<file path="config.mk">
export PLATFORM = sky130hd
export DESIGN_NAME = gift_wrapping_convex_hull
export DESIGN_NICKNAME = d
export VERILOG_FILES = /design/src/sv/gwch_pkg.sv /design/src/sv/gift_wrapping_convex_hull.sv
export SDC_FILE = /design/constraint.sdc
export NUM_CORES = 2
export LEC_CHECK = 0
export ABC_CLOCK_PERIOD_IN_PS = 11800
export BUFFER_PORTS_ARGS = -buffer_cell sky130_fd_sc_hd__buf_2
export CORE_UTILIZATION = 33
export DETAILED_ROUTE_END_ITERATION = 7
export SLEW_MARGIN = 15
export SYNTH_ARGS = -nofsm -noshare
export SYNTH_HDL_FRONTEND = slang
export SYNTH_SLANG_ARGS = --single-unit
</file>
<file path="constraint.sdc">
create_clock -name clk -period 11.8 [get_ports clk]
set_input_delay 0 -clock clk [delete_from_list [all_inputs] [get_ports clk]]
set_output_delay 0 -clock clk [all_outputs]
set_load 0.005 [all_outputs]
</file>
<file path="src/sv/gwch_pkg.sv">
`timescale 1ns / 1ps

package gwch_pkg;

    localparam int HULL_IDX_BITS = 5;
    localparam int UPC_W         = 4;

    typedef logic [UPC_W-1:0] upc_t;

    // Datapath operations selected by the control word.
    typedef enum logic [3:0] {
        OP_NOP,
        OP_LOAD,
        OP_RINIT,
        OP_LDB,
        OP_LDC,
        OP_MUL1,
        OP_MUL2,
        OP_CMP,
        OP_INC_I,
        OP_ADVANCE,
        OP_EMIT
    } op_t;

    typedef enum logic [2:0] {
        C_NEVER,
        C_ALWAYS,
        C_I_END,
        C_I_PIVOT,
        C_CLOSED,
        C_NOT_LIMIT,
        C_MORE
    } cond_t;

    typedef enum logic [1:0] {
        W_NONE,
        W_START,
        W_OUT
    } wait_t;

    typedef struct packed {
        op_t   op;
        cond_t cond;
        wait_t wt;
        upc_t  target;
    } ctrl_t;

    // Step addresses of the control program.
    localparam upc_t UA_RINIT = 4'd0;
    localparam upc_t UA_LDB   = 4'd1;
    localparam upc_t UA_TEST  = 4'd2;
    localparam upc_t UA_SKIP  = 4'd3;
    localparam upc_t UA_LDC   = 4'd4;
    localparam upc_t UA_MUL1  = 4'd5;
    localparam upc_t UA_MUL2  = 4'd6;
    localparam upc_t UA_CMP   = 4'd7;
    localparam upc_t UA_NEXTI = 4'd8;
    localparam upc_t UA_CLOSE = 4'd9;
    localparam upc_t UA_ADV   = 4'd10;
    localparam upc_t UA_DRD   = 4'd11;
    localparam upc_t UA_DOUT  = 4'd12;
    localparam upc_t UA_IDLE  = 4'd13;

    // Control store. A step waits until its wait condition holds, then jumps to
    // the target when its condition is true and falls through otherwise.
    function automatic ctrl_t gwch_ucode(input upc_t upc);
        ctrl_t w;
        unique case (upc)
            UA_RINIT: w = '{op: OP_RINIT,   cond: C_NEVER,     wt: W_NONE,  target: UA_RINIT};
            UA_LDB:   w = '{op: OP_LDB,     cond: C_NEVER,     wt: W_NONE,  target: UA_RINIT};
            UA_TEST:  w = '{op: OP_NOP,     cond: C_I_END,     wt: W_NONE,  target: UA_CLOSE};
            UA_SKIP:  w = '{op: OP_NOP,     cond: C_I_PIVOT,   wt: W_NONE,  target: UA_NEXTI};
            UA_LDC:   w = '{op: OP_LDC,     cond: C_NEVER,     wt: W_NONE,  target: UA_RINIT};
            UA_MUL1:  w = '{op: OP_MUL1,    cond: C_NEVER,     wt: W_NONE,  target: UA_RINIT};
            UA_MUL2:  w = '{op: OP_MUL2,    cond: C_NEVER,     wt: W_NONE,  target: UA_RINIT};
            UA_CMP:   w = '{op: OP_CMP,     cond: C_NEVER,     wt: W_NONE,  target: UA_RINIT};
            UA_NEXTI: w = '{op: OP_INC_I,   cond: C_ALWAYS,    wt: W_NONE,  target: UA_TEST};
            UA_CLOSE: w = '{op: OP_NOP,     cond: C_CLOSED,    wt: W_NONE,  target: UA_DRD};
            UA_ADV:   w = '{op: OP_ADVANCE, cond: C_NOT_LIMIT, wt: W_NONE,  target: UA_RINIT};
            UA_DRD:   w = '{op: OP_NOP,     cond: C_NEVER,     wt: W_NONE,  target: UA_RINIT};
            UA_DOUT:  w = '{op: OP_EMIT,    cond: C_MORE,      wt: W_OUT,   target: UA_DRD};
            default:  w = '{op: OP_LOAD,    cond: C_ALWAYS,    wt: W_START, target: UA_RINIT};
        endcase
        return w;
    endfunction

endpackage

</file>
<file path="src/sv/gift_wrapping_convex_hull.sv">
`timescale 1ns / 1ps

// Loading: one point per cycle; in_ready is high only while idle, not during a hull run or its result output.
// Hull run: the length of a round for n stored points is set by the
// shared multiplier (two products per point) and the single read port of the point memory.
// Up to n + 2 rounds; results follow the whole run, and a beat waits while the last one is not taken.
// Reset (rst_n low, asynchronous) empties the point set and clears out_valid; the
// block is ready for points in the first cycle after reset.
module gift_wrapping_convex_hull #(
    parameter int MAX_POINTS = 32,
    parameter int COORD_BITS = 16
) (
    input  logic                                clk,
    input  logic                                rst_n,
    input  logic                                in_valid,
    output logic                                in_ready,
    input  logic signed [COORD_BITS-1:0]        x_coord,
    input  logic signed [COORD_BITS-1:0]        y_coord,
    input  logic                                last_point,
    output logic                                out_valid,
    input  logic                                out_ready,
    output logic [gwch_pkg::HULL_IDX_BITS-1:0]  hull_index,
    output logic                                last_vertex,
    output logic                                unfinished
);

    import gwch_pkg::*;

    localparam int IDX_W    = $clog2(MAX_POINTS);
    localparam int CNT_W    = $clog2(MAX_POINTS + 1);
    localparam int HB_DEPTH = MAX_POINTS + 2;
    localparam int HB_AW    = $clog2(HB_DEPTH);
    localparam int HB_CW    = $clog2(HB_DEPTH + 1);
    localparam int PW       = COORD_BITS + 1;
    localparam int DW       = COORD_BITS + 2;
    localparam int PRW      = 2 * DW;

    // Point and hull memories.
    logic [2*COORD_BITS-1:0] pt_mem [MAX_POINTS];
    logic [2*COORD_BITS-1:0] pt_rdata_reg;
    logic [IDX_W-1:0]        pt_waddr;
    logic [IDX_W-1:0]        pt_raddr;
    logic                    pt_we;
    logic [IDX_W-1:0]        hb_mem [HB_DEPTH];
    logic [IDX_W-1:0]        hb_rdata_reg;
    logic                    hb_we;

    // Sequencer and datapath registers.
    upc_t                         upc_reg, upc_next;
    logic [CNT_W-1:0]             count_reg, count_next;
    logic [CNT_W-1:0]             n_reg, n_next;
    logic signed [COORD_BITS-1:0] min_x_reg, min_x_next;
    logic signed [COORD_BITS-1:0] min_y_reg, min_y_next;
    logic signed [PW-1:0]         px_reg, px_next;
    logic signed [PW-1:0]         py_reg, py_next;
    logic signed [COORD_BITS-1:0] bx_reg, bx_next;
    logic signed [COORD_BITS-1:0] by_reg, by_next;
    logic signed [COORD_BITS-1:0] cx_reg, cx_next;
    logic signed [COORD_BITS-1:0] cy_reg, cy_next;
    logic signed [PRW-1:0]        prod1_reg, prod1_next;
    logic signed [PRW-1:0]        prod2_reg, prod2_next;
    logic [IDX_W-1:0]             cur_reg, cur_next;
    logic [IDX_W-1:0]             pivot_idx_reg, pivot_idx_next;
    logic                         pivot_valid_reg, pivot_valid_next;
    logic [IDX_W-1:0]             first_idx_reg, first_idx_next;
    logic                         first_valid_reg, first_valid_next;
    logic [CNT_W-1:0]             i_reg, i_next;
    logic [HB_CW-1:0]             rounds_reg, rounds_next;
    logic [HB_CW-1:0]             nres_reg, nres_next;
    logic [HB_CW-1:0]             k_reg, k_next;
    logic                         limit_hit_reg, limit_hit_next;
    logic                         out_valid_reg, out_valid_next;
    logic [HULL_IDX_BITS-1:0]     hull_index_reg, hull_index_next;
    logic                         last_vertex_reg, last_vertex_next;
    logic                         unfinished_reg, unfinished_next;

    ctrl_t                         ctrl;
    logic                          in_accept;
    logic                          store_ok;
    logic                          wait_ok;
    logic                          cond_true;
    logic                          emit;
    logic [IDX_W-1:0]              cur_init;
    logic                          single;
    logic                          limit;
    logic [HB_CW-1:0]              rounds_inc;
    logic [HB_CW-1:0]              n_plus2;
    logic [HB_CW-1:0]              k_inc;
    logic signed [COORD_BITS-1:0]  rd_x;
    logic signed [COORD_BITS-1:0]  rd_y;
    logic signed [DW-1:0]          mul_a;
    logic signed [DW-1:0]          mul_b;
    logic signed [PRW-1:0]         prod;
    logic [IDX_W+HULL_IDX_BITS-1:0] hull_wide;

    assign ctrl      = gwch_ucode(upc_reg);
    assign in_ready  = (upc_reg == UA_IDLE);
    assign in_accept = in_valid && in_ready;
    assign store_ok  = (count_reg < CNT_W'(MAX_POINTS));
    assign cur_init  = (pivot_valid_reg && (pivot_idx_reg == '0)) ? IDX_W'(1) : '0;
    assign single    = (n_reg == CNT_W'(1));
    assign rounds_inc = rounds_reg + HB_CW'(1);
    assign n_plus2   = HB_CW'(n_reg) + HB_CW'(2);
    assign limit     = (rounds_inc == n_plus2);
    assign k_inc     = k_reg + HB_CW'(1);
    assign rd_x      = $signed(pt_rdata_reg[2*COORD_BITS-1:COORD_BITS]);
    assign rd_y      = $signed(pt_rdata_reg[COORD_BITS-1:0]);
    assign hull_wide = {{HULL_IDX_BITS{1'b0}}, hb_rdata_reg};

    assign pt_we    = in_accept && store_ok;
    assign pt_waddr = count_reg[IDX_W-1:0];
    assign pt_raddr = (ctrl.op == OP_RINIT) ? cur_init : i_reg[IDX_W-1:0];
    assign hb_we    = (ctrl.op == OP_ADVANCE);

    // Shared multiplier: the two products of the cross product are formed in turn.
    always_comb
    begin
        if (ctrl.op == OP_MUL1)
        begin
            mul_a = DW'(bx_reg) - DW'(px_reg);
            mul_b = DW'(cy_reg) - DW'(py_reg);
        end
        else
        begin
            mul_a = DW'(cx_reg) - DW'(px_reg);
            mul_b = DW'(by_reg) - DW'(py_reg);
        end
        prod = mul_a * mul_b;
    end

    always_comb
    begin
        unique case (ctrl.wt)
            W_NONE:  wait_ok = 1'b1;
            W_START: wait_ok = in_valid && last_point;
            W_OUT:   wait_ok = !out_valid_reg || out_ready;
            default: wait_ok = 1'b0;
        endcase

        unique case (ctrl.cond)
            C_NEVER:     cond_true = 1'b0;
            C_ALWAYS:    cond_true = 1'b1;
            C_I_END:     cond_true = (i_reg >= n_reg);
            C_I_PIVOT:   cond_true = pivot_valid_reg && (i_reg[IDX_W-1:0] == pivot_idx_reg);
            C_CLOSED:    cond_true = first_valid_reg && (cur_reg == first_idx_reg);
            C_NOT_LIMIT: cond_true = !limit && !single;
            C_MORE:      cond_true = (k_inc != nres_reg);
            default:     cond_true = 1'b0;
        endcase

        if (!wait_ok)
            upc_next = upc_reg;
        else if (cond_true)
            upc_next = ctrl.target;
        else
            upc_next = upc_reg + UPC_W'(1);

        emit = (ctrl.op == OP_EMIT) && wait_ok;
    end

    always_comb
    begin
        count_next       = count_reg;
        n_next           = n_reg;
        min_x_next       = min_x_reg;
        min_y_next       = min_y_reg;
        px_next          = px_reg;
        py_next          = py_reg;
        bx_next          = bx_reg;
        by_next          = by_reg;
        cx_next          = cx_reg;
        cy_next          = cy_reg;
        prod1_next       = prod1_reg;
        prod2_next       = prod2_reg;
        cur_next         = cur_reg;
        pivot_idx_next   = pivot_idx_reg;
        pivot_valid_next = pivot_valid_reg;
        first_idx_next   = first_idx_reg;
        first_valid_next = first_valid_reg;
        i_next           = i_reg;
        rounds_next      = rounds_reg;
        nres_next        = nres_reg;
        k_next           = k_reg;
        limit_hit_next   = limit_hit_reg;
        out_valid_next   = out_valid_reg && !out_ready;
        hull_index_next  = hull_index_reg;
        last_vertex_next = last_vertex_reg;
        unfinished_next  = unfinished_reg;

        if (in_accept)
        begin
            if (store_ok)
            begin
                count_next = count_reg + CNT_W'(1);
                if ((count_reg == '0) || (x_coord < min_x_reg))
                    min_x_next = x_coord;
                if ((count_reg == '0) || (y_coord < min_y_reg))
                    min_y_next = y_coord;
            end
            // The last beat starts a run from the virtual pivot below and left of all points.
            if (last_point)
            begin
                n_next           = count_next;
                count_next       = '0;
                px_next          = PW'(min_x_next) - PW'(1);
                py_next          = PW'(min_y_next) - PW'(1);
                pivot_valid_next = 1'b0;
                first_valid_next = 1'b0;
                rounds_next      = '0;
                nres_next        = '0;
                k_next           = '0;
                limit_hit_next   = 1'b0;
            end
        end

        unique case (ctrl.op)
            OP_RINIT:
            begin
                cur_next = cur_init;
                i_next   = CNT_W'(1);
            end
            OP_LDB:
            begin
                bx_next = rd_x;
                by_next = rd_y;
            end
            OP_LDC:
            begin
                cx_next = rd_x;
                cy_next = rd_y;
            end
            OP_MUL1:
                prod1_next = prod;
            OP_MUL2:
                prod2_next = prod;
            OP_CMP:
            begin
                // A collinear tie also moves the candidate, so the later index wins.
                if (!(prod1_reg > prod2_reg))
                begin
                    cur_next = i_reg[IDX_W-1:0];
                    bx_next  = cx_reg;
                    by_next  = cy_reg;
                end
            end
            OP_INC_I:
                i_next = i_reg + CNT_W'(1);
            OP_ADVANCE:
            begin
                pivot_idx_next   = cur_reg;
                pivot_valid_next = 1'b1;
                px_next          = PW'(bx_reg);
                py_next          = PW'(by_reg);
                nres_next        = nres_reg + HB_CW'(1);
                rounds_next      = rounds_inc;
                limit_hit_next   = limit && !single;
                if (!first_valid_reg)
                begin
                    first_idx_next   = cur_reg;
                    first_valid_next = 1'b1;
                end
            end
            OP_EMIT:
            begin
                if (emit)
                begin
                    out_valid_next   = 1'b1;
                    hull_index_next  = hull_wide[HULL_IDX_BITS-1:0];
                    last_vertex_next = (k_inc == nres_reg);
                    unfinished_next  = limit_hit_reg;
                    k_next           = k_inc;
                end
            end
            default:
            begin
            end
        endcase
    end

    always_ff @(posedge clk)
    begin
        if (pt_we)
            pt_mem[pt_waddr] <= {x_coord, y_coord};
        pt_rdata_reg <= pt_mem[pt_raddr];
    end

    always_ff @(posedge clk)
    begin
        if (hb_we)
            hb_mem[nres_reg[HB_AW-1:0]] <= cur_reg;
        hb_rdata_reg <= hb_mem[k_reg[HB_AW-1:0]];
    end

    always_ff @(posedge clk or negedge rst_n)
    begin
        if (!rst_n)
        begin
            upc_reg         <= UA_IDLE;
            count_reg       <= '0;
            n_reg           <= '0;
            cur_reg         <= '0;
            pivot_idx_reg   <= '0;
            pivot_valid_reg <= 1'b0;
            first_idx_reg   <= '0;
            first_valid_reg <= 1'b0;
            i_reg           <= '0;
            rounds_reg      <= '0;
            nres_reg        <= '0;
            k_reg           <= '0;
            limit_hit_reg   <= 1'b0;
            out_valid_reg   <= 1'b0;
        end
        else
        begin
            upc_reg         <= upc_next;
            count_reg       <= count_next;
            n_reg           <= n_next;
            cur_reg         <= cur_next;
            pivot_idx_reg   <= pivot_idx_next;
            pivot_valid_reg <= pivot_valid_next;
            first_idx_reg   <= first_idx_next;
            first_valid_reg <= first_valid_next;
            i_reg           <= i_next;
            rounds_reg      <= rounds_next;
            nres_reg        <= nres_next;
            k_reg           <= k_next;
            limit_hit_reg   <= limit_hit_next;
            out_valid_reg   <= out_valid_next;
        end
    end

    always_ff @(posedge clk)
    begin
        min_x_reg       <= min_x_next;
        min_y_reg       <= min_y_next;
        px_reg          <= px_next;
        py_reg          <= py_next;
        bx_reg          <= bx_next;
        by_reg          <= by_next;
        cx_reg          <= cx_next;
        cy_reg          <= cy_next;
        prod1_reg       <= prod1_next;
        prod2_reg       <= prod2_next;
        hull_index_reg  <= hull_index_next;
        last_vertex_reg <= last_vertex_next;
        unfinished_reg  <= unfinished_next;
    end

    assign out_valid   = out_valid_reg;
    assign hull_index  = hull_index_reg;
    assign last_vertex = last_vertex_reg;
    assign unfinished  = unfinished_reg;

    // A point loaded for comparison is always in the set and never the pivot.
    a_scan_in_range: assert property (@(posedge clk) disable iff (!rst_n)
        (upc_reg == UA_LDC) |-> ((i_reg < n_reg) &&
            !(pivot_valid_reg && (i_reg[IDX_W-1:0] == pivot_idx_reg))))
        else $error("scan read outside the set or at the pivot");

    a_cand_not_pivot: assert property (@(posedge clk) disable iff (!rst_n)
        (upc_reg == UA_CMP) |-> !(pivot_valid_reg && (cur_reg == pivot_idx_reg)))
        else $error("candidate equals pivot");

    a_hull_bound: assert property (@(posedge clk) disable iff (!rst_n)
        nres_reg <= n_plus2)
        else $error("hull buffer overrun");

    a_emit_shows: assert property (@(posedge clk) disable iff (!rst_n)
        emit |=> (out_valid_reg && (k_reg != '0)))
        else $error("emitted beat not presented");

endmodule
</file>
### Word level (Yosys, flattened, before mapping)

Memories as Yosys holds them, arrays and structs flattened. A register that Yosys moved wholly into a read port is not among the register bits.
Index checks and enable logic that the tools add are counted.

* memories kept: 3
* input bits: 37
* latch bits: 0
* bits in read-only memories: 192
* output and inout bits: 9
* register bits: 268
* bits in writable memories: 1194

* eq/ne operators: 25
* reductions and logical operators: 31
* order comparisons: 5
* mux-type cells: 50
* add/sub/neg operators: 13
* shift-type cells: 0
* multipliers: 1
* div/mod/pow operators: 0
* bitwise operators: 1

Memories
* pt_mem: words 32, bits a word 32, read ports 1, clocked after memory_dff 1, wr ports 1, RTL line gift_wrapping_convex_hull.sv:39 `logic [2*COORD_BITS-1:0] pt_mem [MAX_POINTS];`
* (no name shown): words 16, bits a word 12, read ports 1, clocked after memory_dff 0, wr ports 0, RTL line gwch_pkg.sv:68 `unique case (upc)`
* hb_mem: words 34, bits a word 5, read ports 1, clocked after memory_dff 1, wr ports 1, RTL line gift_wrapping_convex_hull.sv:44 `logic [IDX_W-1:0] hb_mem [HB_DEPTH];`

Operators with widths (count)
* $mux W16: 8
* $mux W17: 6
* $sub A16 B17 Y18: 4
* $pmux W16 S2: 2
* $mux W6: 10
* $gt A36 B36 Y1: 1
* $mul A18 B18 Y36: 1
* $mux W18: 2
* $sub A16 B2 Y17 const B: 2
* $lt A16 B16 Y1: 2
* $add A6 B1 Y6 const B: 5
* $eq A4 B3 Y1 const B: 4
* $eq A4 B4 Y1 const B: 4
* $mux W1: 15
* $eq A6 B6 Y1: 2
* $pmux W6 S2: 1
* $reduce_and A2 Y1: 6
* $eq A5 B5 Y1: 2
* $logic_and A1 B1 Y1: 10
* $mux W5: 2
* $pmux W5 S2: 1
* $reduce_bool A2 Y1: 5
* $eq A3 B3 Y1 const B: 3
* $eq A4 B2 Y1 const B: 2
* other kinds (20): 26

### Logic depth before layout (Yosys ltp)

* depth in word-level cells: 9
* mapped depth: 39
* mapped depth without buffers: 38

### Least setup slack after synthesis

No wires, ideal clock.

* kind: flip-flop to flip-flop
* from: register upc_reg[2]
* to: register prod1_reg[33] (data pin)
* path slack: 714 ps
* setup time: 263 ps
* period minus slack after synthesis: 11086 ps
* required time: 11537 ps
* arrival: 10823 ps
* cell stages (with the launch flop): 39
* cells stage by stage: dfstp_2 -> clkinv_1 -> ha_1 -> nor4_1 -> clkbuf_1 -> mux2i_1 -> ha_1 -> inv_1 -> fa_1 -> a21o_1 -> a21oi_2 -> o21bai_1 -> a31o_2 -> a211oi_1 -> nor3_1 -> nor2_1 -> clkbuf_1 -> nand2_1 -> [... 3 more ...] -> inv_1 -> fa_1 -> inv_1 -> fa_1 -> fa_1 -> inv_1 -> fa_1 -> inv_1 -> ha_1 -> a21oi_1 -> o21ai_0 -> nor3_1 -> a21oi_1 -> a21oi_1 -> o21ai_1 -> a311o_1 -> a21oi_1 -> xnor2_1

* cells in the longest elaborated chain, start to end: 4

RTL lines
* from (decl): RTL line gift_wrapping_convex_hull.sv:49 `upc_t upc_reg, upc_next;`
* from (signal assigned): RTL line gift_wrapping_convex_hull.sv:315 `upc_reg <= upc_next;`
* $mem_v2 Z16 W12 *
* $eq A4 B3 Y1 *: RTL line gift_wrapping_convex_hull.sv:118 `if (ctrl.op == OP_MUL1)`
* $mux W18: RTL line gift_wrapping_convex_hull.sv:118
* $mul A18 B18 Y36 *: RTL line gift_wrapping_convex_hull.sv:128 `prod = mul_a * mul_b;`
* via prod[33]: RTL line gift_wrapping_convex_hull.sv:93 `logic signed [PRW-1:0] prod;`
* to (signal assigned): RTL line gift_wrapping_convex_hull.sv:342 `prod1_reg <= prod1_next;`
* to (decl): RTL line gift_wrapping_convex_hull.sv:60 `logic signed [PRW-1:0] prod1_reg, prod1_next;`

Mark *: on every way through the listed nets, which the timed path passes. The rest lies on a longest branch.
A chain may end at the register's enable or synchronous reset.

### Worst setup path after layout

* from: register upc_reg[2]
* to: register prod2_reg[34] (data pin)

* cells in the longest elaborated chain, start to end: 4

RTL lines
* $mem_v2 Z16 W12 *
* $eq A4 B3 Y1 *: RTL line gift_wrapping_convex_hull.sv:118
* $mux W18: RTL line gift_wrapping_convex_hull.sv:118
* $mul A18 B18 Y36 *: RTL line gift_wrapping_convex_hull.sv:128
* via prod[34]: RTL line gift_wrapping_convex_hull.sv:93
* to (signal assigned): RTL line gift_wrapping_convex_hull.sv:343 `prod2_reg <= prod2_next;`
* to (decl): RTL line gift_wrapping_convex_hull.sv:61 `logic signed [PRW-1:0] prod2_reg, prod2_next;`

Marks and branches as above.

==> out/results.ini <==
[critical_path]
path_common_cell = fa_1
cp_slowest_cell = fa_1
cp-end-kind = flip-flop
cp_slowest_stage_delay_ps = 810
cp-start-kind = flip-flop
reg2reg_from = upc_reg[2]$_DFFE_PN1P_
worstSetupPathType = reg -> reg
cp.arrival_ps = 11800
required_ps = 12280
cp-startpoint = upc_reg[2]$_DFFE_PN1P_
worstPathMaxFanout = 30

[global_route]
grt_usage_pct = 17.2
grt_pass1_wl_um = 302000
grt_use_met1_pct = 23.5
grt_max_degree = 144
top_usage_layer = met2
antenna_found_initial = 13
met2_usage_pct = 27.9
met3_usage_pct = 2.76
grt_pass1_vias = 48400
globalRoute.totalOverflow = 0

[final_layout]
top_register = pt_mem
drive_gt1_share_pct = 9.36
mostFrequentLayoutCells = edfxtp_1, nand2_1, nand3_1, inv_1, fa_1
area_delta_synth_final_pct = 12.4
layout_commonest_cell = edfxtp_1
largest_reg_flops = 1024
layout.nets = 7031

[timing]
setup_slack_ps = 484
holdWs_ps = 195
setup_viol = 0
min_period_ps = 11320
relSlewSlack_pct = 14.3
grt_setup_unrepaired = no
hold_violations = 0
maxSlewViolCount = 0
fin_crit_sh_pct = 95.9
fmax_ghz = 0.0884
tns_ps = 0
finClkSkew_ps = 61.3
worst_pin_slew_ps = 1280

[cts]
cts.sinks = 1499
insertion_delay_ps = 810
numCtsBuffers = 152
htreeDepth = 4
cts_root_buffer = clkbuf_16
cts_tree = yes
cts_setup_buffers = 0
clockBufferDepth = 3
clkTransAtPathRegs_ps = 60

[logic_synthesis]
syn_area_per_cell_sq_um = 11.8
synth_cell_types = 84
synth_seq_cells = 1499
ys.flop_type = edfxtp_1
syn_nets = 6984
yosysSeqAreaShare_pct = 58.6
synth_area_sq_um = 75600
syn_inst = 6398
ys_async_sr_fraction_pct = 3.94
synth_edf_count = 1403
yosysWarnings = 0

[die]
io_pins = 46
num_rows = 175
die_area_sq_um = 231000
core_area_sq_um = 227000
die_x_um = 481
die_h_um = 481
initial_core_util_pct = 33.2

[detailed_routing]
totalWireLength_um = 200000
num_vias = 48900
post_drt_wl_per_cell_um = 20.9
drt.antenna.violating_nets = 0
vias_per_cell = 5.10
drt_iter0_markers = 4879
drc = 0
dr.pass1.iters = 6

[placement]
gp_congestion = 0.870
io_buffers = 45
hpwlAfterDp_um = 120000
dpl_worst_slack_ps = 505

[flow_run]
max_cap_violations = 0

[hold_path]
worstHoldPathType = in -> reg
min_from = last_point

[status]
status = completed

[per-stage QoR]
step | utilization [%] | instances | area (sq um)
2_1_floorplan | - | 6398 | 75600
3_3_place_gp | 35.0 | 9263 | 79700
3_5_place_dp | 35.0 | 9263 | 79700
4_1_cts | 37.3 | 9578 | 85000
5_1_grt | 37.4 | 9580 | 85000
6_report | 37.4 | 9584 | 85000
[cell families (layout without fill, tap and decap cells)]
logic type | after synthesis | in the layout | synth area share [%]
buffers and inverters | 814 | 985 | 4.23
other | 0 | 6 | 0
muxes | 167 | 167 | 3.20
AOI/OAI and AO/OA | 599 | 599 | 4.71
adders and majority gates | 549 | 549 | 12.4
DFF | 1499 | 1499 | 58.6
and+or+nand+nor | 2635 | 2635 | 15.3
xor gates and xnor gates | 135 | 135 | 1.56
[per-layer routing]
metal	routed length (um)	vias to the layer above	part of all wire, %
li1	-	22300	-
met1	87000	24500	43
met2	93600	1746	47
met3	13900	321	7.0
met4	5610	2	2.8
met5	13	-	0.0065
[path summary, 6_finish.rpt]
check	to	slack, ps	depth (start not counted)
min in group asynchronous	out_valid$_DFF_PN0_	440	4
min reg2reg	hull_index[0]$_DFFE_PP_	410	0
max in group asynchronous	k_reg[0]$_DFF_PN0_	10720	4
min	count_reg[5]$_DFFE_PN0P_	200	3
max	prod2_reg[34]$_DFFE_PN_	480	31
max reg2reg	prod2_reg[34]$_DFFE_PN_	480	31
[layout make-up]
cell class	count	area (sq um)
diodes	6	15.0
clock buffers	222	4200
multi-input cells	4085	28500
well taps	3009	3760
clock inverters	56	661
fillers	21600	143000
flip-flops and latches	1499	44400
inverters	493	1850
repair buffers	214	1670
[worst max-delay path, delay by kind of cell, from the launching register on]
family / cells / cell delay, ps
flops: 1 / 670
simple gates: 4 / 930
compound gates: 13 / 3470
mux: 1 / 370
fa+ha+maj: 9 / 4520
buf+inv: 4 / 1010
[Yosys cell counts, drive strengths merged (12+ instances only)]
library cell	n	area [sq um]
a31oi	12	90.1
mux4	50	1130
or2	13	81.3
o21ai	179	896
o211ai	34	255
nor2	279	1050
dfrtp	56	1400
edfxtp	1403	42100
ha	217	2720
nand3b	13	110
inv	492	1850
o21a	16	120
and2	39	244
fa	332	6650
a211oi	19	148
a21o	38	285
nor4	25	156
nand3	763	3820
dfxtp	37	741
xnor2	102	893
a21oi	232	1170
nand2b	44	275
xor2	33	289
nor3	32	160
nand2	1322	4960
mux2i	26	268
clkbuf	197	741
mux2	91	1020
buf	124	606
or3	12	75.1
nand4	16	100
nor2b	46	288
[what timing repair did]
item | 4_1_cts | 5_1_grt
endpoints found under the setup margin | 0 | 8
endpoints found under the hold margin | 1115 | 0
hold buffers | 37 | 0
gates resized for setup | 0 | 1
Power is not shown: default switching activity piles up to over one toggle a cycle in this logic, so the estimate is an artifact.
